<file path="config.mk">
export PLATFORM = sky130hd
export DESIGN_NAME = trial_division_prime_test_unit
export DESIGN_NICKNAME = d
export VERILOG_FILES = /design/src/hw/rtl/tdpt_pkg.sv /design/src/hw/rtl/trial_division_prime_test_unit.sv
export SDC_FILE = /design/constraint.sdc
export NUM_CORES = 1
export LEC_CHECK = 0
export ABC_AREA = 0
export BUFFER_PORTS_ARGS = -buffer_cell sky130_fd_sc_hd__buf_4
export CORE_UTILIZATION = 55
export CTS_BUF_LIST = sky130_fd_sc_hd__clkbuf_4 sky130_fd_sc_hd__clkbuf_8
export DETAILED_ROUTE_END_ITERATION = 10
export PLACE_DENSITY = 0.72
export SKIP_CTS_REPAIR_TIMING = 1
export SYNTH_ARGS = -nofsm -noshare
export SYNTH_HDL_FRONTEND = slang
export SYNTH_SLANG_ARGS = --single-unit
</file>
<file path="constraint.sdc">
create_clock -name clk -period 6.8 [get_ports clk]
set_input_delay 0.68 -clock clk [delete_from_list [all_inputs] [get_ports clk]]
set_output_delay 0.68 -clock clk [all_outputs]
set_load 0.02 [all_outputs]
</file>
<file path="src/hw/rtl/tdpt_pkg.sv">
`timescale 1ns / 1ps

package tdpt_pkg;

	// Width of the number under test
	localparam int unsigned NUM_BITS = 31;

	// Trial divisor width: covers sqrt(2^NUM_BITS) plus one step of headroom
	localparam int unsigned DIV_BITS = (NUM_BITS + 1) / 2 + 2;

	// Running square of the divisor: may pass the number by a little
	localparam int unsigned SQ_BITS = NUM_BITS + 2;

	// Bit counter for the remainder loop
	localparam int unsigned CNT_BITS = $clog2(NUM_BITS + 1);

	typedef enum logic [2:0] {
		ST_IDLE,
		ST_BOUND,
		ST_DIV,
		ST_STEP,
		ST_DONE
	} state_t;

endpackage

</file>
<file path="src/hw/rtl/trial_division_prime_test_unit.sv">
`timescale 1ns / 1ps

// Trial-division prime test. One number goes in, one is_prime flag comes out.
// Divisors 2, 3, 5, 7, 9, ... are tried while divisor squared is at most the
// number; each trial runs a restoring remainder one quotient bit per cycle, and
// a trial is NUM_BITS (31) remainder steps, one bound check and one divisor
// update. Numbers 0 and 1 skip the trial loop and go straight to the result.
// The block takes one number at a time (in_ready high only when idle), but a
// finished result sits in the output register so the next number can start
// while it waits to be taken.
module trial_division_prime_test_unit (
	input  logic                         clk,
	input  logic                         arst_n,
	input  logic                         in_valid,
	output logic                         in_ready,
	input  logic [tdpt_pkg::NUM_BITS-1:0] number,
	output logic                         out_valid,
	input  logic                         out_ready,
	output logic                         is_prime
);

	import tdpt_pkg::*;

	state_t                state_q, state_d;

	logic [NUM_BITS-1:0]   n_q;
	logic [NUM_BITS-1:0]   n_sh_q;
	logic [DIV_BITS-1:0]   rem_q;
	logic [DIV_BITS-1:0]   d_q;
	logic [SQ_BITS-1:0]    sq_q;
	logic [CNT_BITS-1:0]   cnt_q;
	logic                  pend_q;
	logic                  is_prime_q;
	logic                  out_valid_q;

	// Control decode
	logic                  in_beat;
	logic                  out_beat;
	logic                  trivial;
	logic                  past_bound;
	logic                  div_last;
	logic                  rem_zero;
	logic                  publish;

	// Remainder step
	logic [DIV_BITS:0]     trial;
	logic                  trial_ge;
	logic [DIV_BITS-1:0]   rem_next;

	// Divisor / square update
	logic [DIV_BITS-1:0]   d_next;
	logic [SQ_BITS-1:0]    sq_next;

	// Remainder step: bring down next bit, subtract divisor if it fits
	always_comb begin
		trial    = {rem_q, n_sh_q[NUM_BITS-1]};
		trial_ge = (trial >= {1'b0, d_q});
		if (trial_ge) begin
			rem_next = DIV_BITS'(trial - {1'b0, d_q});
		end else begin
			rem_next = trial[DIV_BITS-1:0];
		end
	end

	// Next divisor: 2 -> 3, then odd steps; square kept incrementally
	always_comb begin
		if (d_q == DIV_BITS'(2)) begin
			d_next  = DIV_BITS'(3);
			sq_next = sq_q + SQ_BITS'(5);
		end else begin
			d_next  = d_q + DIV_BITS'(2);
			sq_next = sq_q + (SQ_BITS'(d_q) << 2) + SQ_BITS'(4);
		end
	end

	// Status terms for the sequencer
	always_comb begin
		trivial    = (number < NUM_BITS'(2));
		past_bound = ({2'b00, n_q} < sq_q);
		div_last   = (cnt_q == CNT_BITS'(1));
		rem_zero   = (rem_q == '0);
	end

	// Next state
	always_comb begin
		state_d = state_q;
		case (state_q)
			ST_IDLE: begin
				if (in_valid) begin
					state_d = trivial ? ST_DONE : ST_BOUND;
				end
			end
			ST_BOUND: begin
				state_d = past_bound ? ST_DONE : ST_DIV;
			end
			ST_DIV: begin
				if (div_last) begin
					state_d = ST_STEP;
				end
			end
			ST_STEP: begin
				state_d = rem_zero ? ST_DONE : ST_BOUND;
			end
			ST_DONE: begin
				if (!out_valid_q || out_ready) begin
					state_d = ST_IDLE;
				end
			end
			default: begin
				state_d = ST_IDLE;
			end
		endcase
	end

	// Handshake outputs
	always_comb begin
		in_ready  = (state_q == ST_IDLE);
		out_valid = out_valid_q;
		is_prime  = is_prime_q;
		in_beat   = in_valid && in_ready;
		out_beat  = out_valid_q && out_ready;
		publish   = (state_q == ST_DONE) && (!out_valid_q || out_ready);
	end

	// Control registers
	always_ff @(posedge clk or negedge arst_n) begin
		if (!arst_n) begin
			state_q     <= ST_IDLE;
			out_valid_q <= 1'b0;
		end else begin
			state_q <= state_d;
			if (publish) begin
				out_valid_q <= 1'b1;
			end else if (out_beat) begin
				out_valid_q <= 1'b0;
			end
		end
	end

	// Datapath
	always_ff @(posedge clk) begin
		if (in_beat) begin
			n_q    <= number;
			d_q    <= DIV_BITS'(2);
			sq_q   <= SQ_BITS'(4);
			pend_q <= 1'b0;
		end
		if (state_q == ST_BOUND) begin
			if (past_bound) begin
				pend_q <= 1'b1;
			end else begin
				n_sh_q <= n_q;
				rem_q  <= '0;
				cnt_q  <= CNT_BITS'(NUM_BITS);
			end
		end
		if (state_q == ST_DIV) begin
			rem_q  <= rem_next;
			n_sh_q <= n_sh_q << 1;
			cnt_q  <= cnt_q - CNT_BITS'(1);
		end
		if ((state_q == ST_STEP) && !rem_zero) begin
			d_q  <= d_next;
			sq_q <= sq_next;
		end
		if (publish) begin
			is_prime_q <= pend_q;
		end
	end

	// Remainder stays below the divisor throughout the loop
	a_rem_below_div: assert property (@(posedge clk) disable iff (!arst_n)
		(state_q == ST_DIV || state_q == ST_STEP) |-> (rem_q < d_q))
		else $error("remainder not below divisor");

	// Running square tracks the divisor
	a_square_tracks: assert property (@(posedge clk) disable iff (!arst_n)
		(state_q == ST_BOUND) |-> (sq_q == SQ_BITS'(d_q) * SQ_BITS'(d_q)))
		else $error("divisor square out of step");

	// A divisor that reaches the trial loop is at least two
	a_div_min: assert property (@(posedge clk) disable iff (!arst_n)
		(state_q == ST_DIV) |-> (d_q >= DIV_BITS'(2)))
		else $error("trial divisor below two");

	// An accepted number always leaves idle
	a_busy_after_beat: assert property (@(posedge clk) disable iff (!arst_n)
		in_beat |=> (state_q != ST_IDLE))
		else $error("sequencer idle after accepting a number");

endmodule
</file>
After elaboration in Yosys (flattened, before gate mapping)
Cells that the tools add are included.
{"block": "word_totals", "output_inout_bits": 3, "regBits": 142, "word_cells": 74, "inputBits": 35}
{"block": "classes", "reduce_logical": 15, "n_eq_ne": 10, "addsub": 6, "order_cmp": 3, "bitwise": 1, "mux": 28}
{"cell": "$mux 18", "n": 7}
{"cell": "$mux 33", "n": 3}
{"cell": "$mux 31", "n": 3}
{"cell": "$add 33x3->33 const B", "n": 2}
{"cell": "$add 33x20->33", "n": 1}
{"cell": "$lt 31x33->1", "n": 1}
{"cell": "$lt 31x2->1 const B", "n": 1}
{"cell": "$ge 19x18->1", "n": 1}
{"cell": "$add 18x2->18 const B", "n": 1}
{"cell": "$eq 18x2->1 const B", "n": 1}
{"cell": "$logic_not 18->1", "n": 1}
{"cell": "$mux 3", "n": 6}
{"cell": "$sub 18x18->18", "n": 1}
{"cell": "$mux 5", "n": 3}
{"cell": "$pmux 3 s5", "n": 1}
{"cell": "$eq 3x2->1 const B", "n": 2}
{"cell": "$ne 2x2->1 const B", "n": 3}
{"cell": "$reduce_bool 2->1", "n": 3}
{"cell": "$eq 5x1->1 const B", "n": 1}
{"cell": "$mux 1", "n": 5}
{"cell": "$sub 5x1->5 const B", "n": 1}
{"cell": "$logic_and 1x1->1", "n": 4}
{"cell": "$reduce_and 2->1", "n": 2}
{"cell": "$eq 3x1->1 const B", "n": 1}
{"cell": "other kinds (7)", "n": 8}

Logic depth before layout (Yosys ltp)
Gate-level depths: netlist of run 1.
{"block": "logic_depth", "ltp_word": 5, "depth_mapped": 12, "mapped_depth_nobuf": 12}

Worst setup path before layout of run 1
OpenSTA, ideal clock, no wires.
{"block": "synth_timing", "path_kind": "reg2reg", "from": "register sq_q[29]", "to": "register cnt_q[0] (enable)", "t_required_ps": 6263, "arrival_time_ps": 5302, "path_buffers": 0, "path_stages_with_launch": 9, "setup_ps": 537, "synth_period_minus_slack_ps": 5839, "setup_slack_ps": 961, "cell_sequence": "edfxtp_1 inv_1 ha_1 nand4_1 nor4_1 o21ai_0 o31ai_1 nor2_1 o21ai_0"}
{"block": "synth_via", "elab_chain_cells": 3}
{"item": "start, declared", "line": "trial_division_prime_test_unit.sv:30", "text": "logic [SQ_BITS-1:0] sq_q;"}
{"item": "start signal, assigned", "line": "trial_division_prime_test_unit.sv:164", "text": "sq_q <= sq_next;"}
{"item": "$lt 31x33->1", "line": "trial_division_prime_test_unit.sv:79", "text": "past_bound = ({2'b00, n_q} < sq_q);"}
{"item": "$ne 2x1->1 (no line)"}
{"item": "$reduce_and 2->1 (no line)"}
{"item": "end signal, assigned", "line": "trial_division_prime_test_unit.sv:154", "text": "cnt_q <= CNT_BITS'(NUM_BITS);"}
{"item": "end signal, assigned", "line": "trial_division_prime_test_unit.sv:160", "text": "cnt_q <= cnt_q - CNT_BITS'(1);"}
{"item": "end, declared", "line": "trial_division_prime_test_unit.sv:31", "text": "logic [CNT_BITS-1:0] cnt_q;"}
No other way between the ends.
A chain may end at the register's enable or synchronous reset.

Worst setup path after layout of run 1
{"block": "layout_timing", "from": "register d_q[1]", "to": "register rem_q[7], data pin"}
{"block": "layout_via", "elab_chain_cells": 3, "elab_cells_between_ends": 4, "cone_classes": "add/sub (1); order compare (1); mux (2)"}
{"item": "start, declared", "line": "trial_division_prime_test_unit.sv:29", "text": "logic [DIV_BITS-1:0] d_q;"}
{"item": "start signal, assigned", "line": "trial_division_prime_test_unit.sv:163", "text": "d_q <= d_next;"}
{"item": "$sub 18x18->18 or $ge 19x18->1 (tied branches)", "line": "trial_division_prime_test_unit.sv:59, trial_division_prime_test_unit.sv:57"}
{"item": "$mux 18 *", "line": "trial_division_prime_test_unit.sv:58", "text": "if (trial_ge) begin"}
{"item": "$mux 18 *", "line": "trial_division_prime_test_unit.sv:157", "text": "if (state_q == ST_DIV) begin"}
{"item": "end signal, assigned", "line": "trial_division_prime_test_unit.sv:158", "text": "rem_q <= rem_next;"}
{"item": "end, declared", "line": "trial_division_prime_test_unit.sv:28", "text": "logic [DIV_BITS-1:0] rem_q;"}
Every way passes the cells marked *; elsewhere a longest branch is shown, timed or not.

==> flow_summary.toml, run 1 <==
[die]
die_w_um = 133
start_util_pct = 56.6
floorplan.die.height_um = 133
row_count = 47
num_io_pins = 38
coreArea_um2 = 16700
floorplan.die_area_um2 = 17700

[synthesis]
yosysUniqueCellTypes = 68
syn_area_cell_um2 = 10.2
synthAdderAreaFrac_pct = 12.1
synth_top_cells_by_count = "edfxtp_1 (136), ha_1 (88), nor2_1 (72)"
synthDominantAreaCellType = "edfxtp_1"
post-synth-top-count-cell = "edfxtp_1"
number_of_synthesized_register_bits = 142
post_synthesis_mux_area_share_pct = 0.450
yosysSeqAreaShare_pct = 44.7
netlist_area_pre_place_um2 = 9450
synthesized_netlist_cell_count = 926
total_number_of_yosys_warnings = 0
synth_ff_type = "edfxtp_1"
synth_compound_gate_area_share_pct = 17.4
synth_enable_flop_cells = 136
synth_top_area_share_pct = 43.2
combinational_family_with_the_most_area_after_synthesis = "compound AO/OA/AOI/OAI gates"
synth-xor-area-share_pct = 5.75
synth.top_cells.by_area = "edfxtp_1 (43%), ha_1 (12%), xnor2_1 (5.0%)"
synthArstFlopShare_pct = 2.82
synth_fp_nets = 1051
synth_simple_gate_area_share_pct = 15.6

[worst_setup_path]
timing.critical_path.arrival_ns = 3.71
critPathRequiredTime_ns = 7.03
crit_path_start = "d_q[1]$_SDFFCE_PP1P_"
worst_setup_path_category = "flop to flop"
worst_r2r_startpoint = "d_q[1]$_SDFFCE_PP1P_"
crit_cells = 9
ff2ff_path_depth = 9
cp_cell_sequence = "inv_1, ha_1, nor2b_1, o31a_1, o311ai_0, a31oi_1, nor2_1, or3b_1, a21oi_1"
critical_path.max_stage_delay_ns = 0.88
critical_path.startpoint_type = "flop"
critical_path_sink_type = "flop"
timing.critical_path.slowest_stage_cell = "nor2_1"
path_delay_family = "simple AND/OR/NAND/NOR gates"
worstPathMaxFanout = 17
timing.critical_path.buf_inv = 1

[placement]
place_congestion = 0.905
dp_worst_setup_slack_ns = 3.36
dp_hpwl_um = 15700
portBuffers = 37
place_area_um2 = 9950

[clocking]
clkSlewWorstSetupHoldPaths_ns = 0.09
clock_tree_from_tritoncts = "done"
root_buffer = "clkbuf_8"
htree_num_levels = 4
cts.path.max_buffers = 2
cts-buffers-inserted = 17
insertion_delay_ns = 0.48
total_clock_sinks = 142

[worst_hold_path]
min_path_cells = 1
hold_path.class = "input port to flop"
min-delay-start = "number[19]"

[sta]
achievable-frequency_mhz = 288
setup_slack_ns = 3.32
clock_skew_ns = 0.0168
slew_headroom_pct = 24.7
setup-tns-final_ns = 0
setup_repair_after_global_routing_missed_its_margin = "no"
final_clock_period_utilization_by_the_worst_path_pct = 51.1
hold_viol = 0
worst_pin_slew_ns = 1.13
timing_max_transition_violations_final = 0
holdWs_ns = 0.380
final_count_of_negative_setup_slack_endpoints = 0
timing.final.crit_period_ns = 3.48

[pwr]
power_leakage_nw = 3.99
power.ir.vdd_worst_uv = 244
powerDensity_nw_per_um2 = 411

[detailed_routing]
detailedRoute.firstPassIterationCount = 7
detailroute.wirelength.met3_um = 994
wl_per_cell_um = 18.1
met2_length_um = 9450
drt-initial-drc-count = 561
maxUsedRoutingLayer = "met4"
avgViaCountPerCell = 6.05
drc = 0
overall_via_count_from_detail_route = 7213
finalWirelength_um = 21600
drtAntennaViolNets = 0
met1Wirelength_um = 10600

[flow_run]
max_cap_violations = 0

[global_routing]
maximum_number_of_pins_on_one_net_before_global_route_repair = 52
grt_pass1_vias = 6935
number_of_antenna_violations_at_the_first_check_in_global_routing = 0
total_overflow_reported_by_the_global_router = 0
grt_usage_pct = 26.0
grt_first_pass_wirelength_um = 35600

[final_layout]
post-route-cell-area_um2 = 10300
fillers = 1422
finalNetCount = 1085
antenna-diode-count = 0
final_core_utilization_pct = 61.9
areaGrowthSynthToFinish_pct = 9.43
layout-drive-gt1-share_pct = 10.4

[status]
status = "finished, final reports clean"
[placed cells by master (no fill, tap or decap), types with 5 or more instances in the layout]
master | Yosys | routed
o31ai_1 | 5 | 5
o21a_1 | 13 | 13
nor2b_1 | 9 | 9
or3_1 | 6 | 6
xor2_1 | 8 | 8
ha_1 | 88 | 88
inv_6 | 0 | 7
a21oi_1 | 62 | 61
a22o_1 | 30 | 30
o21bai_1 | 5 | 5
nor4_1 | 18 | 18
o211ai_1 | 6 | 6
and3_1 | 8 | 8
nand4_1 | 24 | 24
clkbuf_8 | 0 | 17
nor2_1 | 72 | 72
nor3_1 | 28 | 27
xnor2_1 | 54 | 54
a21o_1 | 18 | 18
nand2_1 | 70 | 69
or4_1 | 6 | 6
a211oi_1 | 22 | 22
edfxtp_1 | 136 | 136
buf_4 | 0 | 45
o21ai_0 | 34 | 33
nand3_1 | 29 | 29
inv_1 | 68 | 68
[per-layer routing]
metal / up-vias / global-route usage (%)
li1: 3562 / -
met1: 3421 / 37.6
met2: 199 / 39.1
met3: 31 / 4.56
met4: 0 / 9.45
met5: - / 0
[cells by family after synthesis]
group,after synthesis
mux,4
xor+xnor,62
buf+inv,99
simple gates,296
compound gates,233
fa+ha+maj,90
flops,142
[path summary, 6_finish.rpt]
kind                                          end  slack (ns)
setup / recovery           rem_q[7]$_SDFFCE_PN0P_        3.32
hold / removal                  n_q[19]$_DFFE_PP_        0.38
setup reg to reg           rem_q[7]$_SDFFCE_PN0P_        3.32
hold reg to reg                is_prime$_DFFE_PP_        0.44
max in group asynchronous  state_q[0]$_DFFE_PN0P_        6.17
min in group asynchronous   out_valid$_DFFE_PN0P_        0.53
[registers in the layout (all words and copies together) (netlist names), 3 cells and up]
signal	cells
rem_q	18
n_sh_q	31
sq_q	33
cnt_q	5
n_q	31
d_q	18
state_q	3
[power by group]
| group | leakage, nW | switching (mW) | internal [mW] | total [mW] |
|---|---|---|---|---|
| clock | 0.197 | 0.403 | 0.272 | 0.675 |
| combinational | 2.45 | 1.24 | 0.813 | 2.06 |
| sequential | 1.34 | 0.225 | 1.30 | 1.52 |
[final cells by class]
class	instances	area, um^2	area share, %
Clock buffer	17	234	2.26
Clock inverter	15	141	1.37
Inverter	68	255	2.47
Multi-Input combinational cell	685	4860	47.0
Sequential cell	142	4220	40.9
Tap cell	220	275	2.66
Timing Repair Buffer	46	348	3.36
[stage by stage]
| stage | power (mW) | instances |
|---|---|---|
| after floorplan | 3.05 | 926 |
| after global placement | 3.54 | 1160 |
| after detailed placement | 3.55 | 1160 |
| after CTS | 4.24 | 1192 |
| after global routing | 4.57 | 1193 |
| final | 4.25 | 1193 |
No activity file was read; power rests on OpenSTA's default activity.
==> inputs of run 2 (changes only) <==
--- a/config.mk
+++ b/config.mk
@@ -5,7 +5,7 @@
 export SDC_FILE = /design/constraint.sdc
 export NUM_CORES = 1
 export LEC_CHECK = 0
-export ABC_AREA = 0
+export ABC_AREA = 1
 export BUFFER_PORTS_ARGS = -buffer_cell sky130_fd_sc_hd__buf_4
 export CORE_UTILIZATION = 55
 export CTS_BUF_LIST = sky130_fd_sc_hd__clkbuf_4 sky130_fd_sc_hd__clkbuf_8
==> constraint.sdc (replaced) <==
create_clock -name clk -period 3.4 [get_ports clk]
set_input_delay 0.34 -clock clk [delete_from_list [all_inputs] [get_ports clk]]
set_output_delay 0.34 -clock clk [all_outputs]
set_load 0.02 [all_outputs]
==> run 2 against run 1 <==
  * Sequential share of layout area fell by 3.9 points
  * Combinational power rose to 2.5 times the previous value
  * Clock power rose by 100%
  * Die area rose by 11%
  * Worst hold slack got worse by 0.33 ns
  * Sequential cell count did not move
  * First-iteration DRC count rose by 49%
  * Largest cell class unchanged
  * Sequential power rose by 110%
  * Via count rose by 27%
  * Largest power group unchanged
  * Critical path depth rose by 3
  * Count of clock-buffer cells in the layout rose by 1
  * Non-clock buffer count rose by 3
==> flow_summary.toml, run 2 <==
[clocking]
total_clock_sinks = 142
cts.path.max_buffers = 2
clock_tree_from_tritoncts = "done"
cts-buffers-inserted = 17
htree_num_levels = 4
insertion_delay_ns = 0.47
root_buffer = "clkbuf_8"
clkSlewWorstSetupHoldPaths_ns = 0.10

[detailed_routing]
detailroute.wirelength.met3_um = 1950
overall_via_count_from_detail_route = 9181
detailedRoute.firstPassIterationCount = 5
met2_length_um = 11800
drc = 0
drt-initial-drc-count = 834
drtAntennaViolNets = 0
maxUsedRoutingLayer = "met4"
met1Wirelength_um = 11800
avgViaCountPerCell = 5.51
wl_per_cell_um = 15.5
finalWirelength_um = 25900

[worst_setup_path]
worst_setup_path_category = "flop to flop"
timing.critical_path.arrival_ns = 3.04
critical_path_sink_type = "flop"
worstPathMaxFanout = 8
critPathRequiredTime_ns = 3.60
critical_path.startpoint_type = "flop"

[sta]
slew_headroom_pct = 50.9
final_clock_period_utilization_by_the_worst_path_pct = 83.5
timing_max_transition_violations_final = 0
final_count_of_negative_setup_slack_endpoints = 0
achievable-frequency_mhz = 352
hold_viol = 0
timing.final.crit_period_ns = 2.84
clock_skew_ns = 0.0178
setup-tns-final_ns = 0
worst_pin_slew_ns = 0.736
setup_repair_after_global_routing_missed_its_margin = "no"

[final_layout]
layout.cells.most_common_list = "nand2_1 (424), nor2_1 (165), inv_1 (161)"
finalNetCount = 1545
antenna-diode-count = 0
areaGrowthSynthToFinish_pct = 9.08
largest-register = "sq_q"
largest_register_ffs = 33
largest_registers = "sq_q (33), n_q (31), n_sh_q (31)"
final_common_cell = "nand2_1"
layout-drive-gt1-share_pct = 8.30

[die]
num_io_pins = 38
row_count = 50
die_w_um = 140
floorplan.die.height_um = 140
start_util_pct = 56.1
coreArea_um2 = 18700
floorplan.die_area_um2 = 19600

[pwr]
powerDensity_nw_per_um2 = 852
power.ir.vdd_worst_uv = 649
power_leakage_nw = 5.30
total_power_mw = 9.75

[synthesis]
netlist_area_pre_place_um2 = 10500
number_of_synthesized_register_bits = 142
syn_area_cell_um2 = 7.64
yosysUniqueCellTypes = 43
total_number_of_yosys_warnings = 0
synth_enable_flop_cells = 136
synthDominantAreaCellType = "edfxtp_1"
synthArstFlopShare_pct = 2.82
yosysSeqAreaShare_pct = 40.3
synth_ff_type = "edfxtp_1"
post-synth-top-count-cell = "nand2_1"
synth_top_cells_by_count = "nand2_1 (425), nor2_1 (166), inv_1 (161)"
synthesized_netlist_cell_count = 1374
synth_top_area_share_pct = 38.9
synth_fp_nets = 1499
synth.top_cells.by_area = "edfxtp_1 (39%), nand2_1 (15%), ha_1 (10%)"

[placement]
place_congestion = 0.928
dp_hpwl_um = 19800
portBuffers = 37

[global_routing]
grt_usage_pct = 27.6
number_of_antenna_violations_at_the_first_check_in_global_routing = 0
grt_first_pass_wirelength_um = 42400
grt_pass1_vias = 8576
maximum_number_of_pins_on_one_net_before_global_route_repair = 52
total_overflow_reported_by_the_global_router = 0

[flow_run]
max_cap_violations = 0

[status]
status = "finished, final reports clean"

[worst_hold_path]
hold_path.class = "input port to flop"
[run 2: changes by cell type after synthesis, moves of 17 or more]
cell and change:
nand3_1 +66, xnor2_1 -48, a21oi_1 +25, xor2_1 +17
inv_1 +93, a22o_1 -30, nand2_1 +355, a211oi_1 -22
nor2_1 +94
[run 2: path summary, 6_finish.rpt]
path | start | end | slack [ns] | depth (start not counted)
min in group asynchronous | arst_n | state_q[0]$_DFFE_PN0P_ | 0.20 | 2
hold reg to reg | pend_q$_DFF_P_ | is_prime$_DFFE_PP_ | 0.46 | 0
setup / recovery | d_q[1]$_SDFFCE_PP1P_ | sq_q[17]$_SDFFCE_PN0P_ | 0.56 | 12
max in group asynchronous | arst_n | out_valid$_DFFE_PN0P_ | 3.10 | 2
hold / removal | number[24] | n_q[24]$_DFFE_PP_ | 0.05 | 1
setup reg to reg | d_q[1]$_SDFFCE_PP1P_ | sq_q[17]$_SDFFCE_PN0P_ | 0.56 | 12
[run 2: layout make-up]
type	count	area [um^2]
fill	1690	7260
multi-input combinational	1045	5550
sequential	142	4220
inverter	165	619
timing repair buffer	49	383
tap	234	293
clock buffer	18	241
clock inverter	14	138
[run 2: stage by stage]
step	utilization, %	instances	setup WS (ns)	hold WS, ns	area, um^2
2_1_floorplan	-	1374	0.366	0.0444	10500
3_3_place_gp	59.1	1634	0.685	0.138	11100
3_5_place_dp	59.1	1634	0.612	0.141	11100
4_1_cts	61.1	1666	0.588	-0.362	11400
5_1_grt	61.2	1667	0.398	0.0153	11400
6_report	61.2	1667	0.560	0.0507	11400
[run 2: cells by family after synthesis]
family | count (synthesis) | share of synthesized area (%)
DFF | 142 | 40.3
xor gates and xnor gates | 31 | 2.59
and+or+nand+nor | 771 | 31.3
AOI/OAI and AO/OA | 153 | 7.87
buffers and inverters | 187 | 7.08
adders and majority gates | 90 | 10.9
[run 2: power breakdown]
group	internal (mW)	switching, mW	total (mW)
sequential	2.68	0.499	3.18
clock	0.555	0.799	1.35
combinational	1.74	3.47	5.21
[run 2: layer usage]
layer / up-vias / global-route usage [%]
li1: 4644 / -
met1: 4189 / 38.2
met2: 322 / 44.5
met3: 26 / 5.26
met4: 0 / 6.94
met5: - / 0
[run 2: critical path, stage by stage (launching register included)]
cell and delay [ns]:
edfxtp_1 0.53, ha_1 0.35, ha_1 0.25, fa_1 0.43, nand3_1 0.11, nand3_1 0.13, nand2_1 0.09, nand2_1 0.09
nand2_1 0.07, nand3_1 0.10, or2_2 0.29, nand3_1 0.07, a21oi_1 0.07
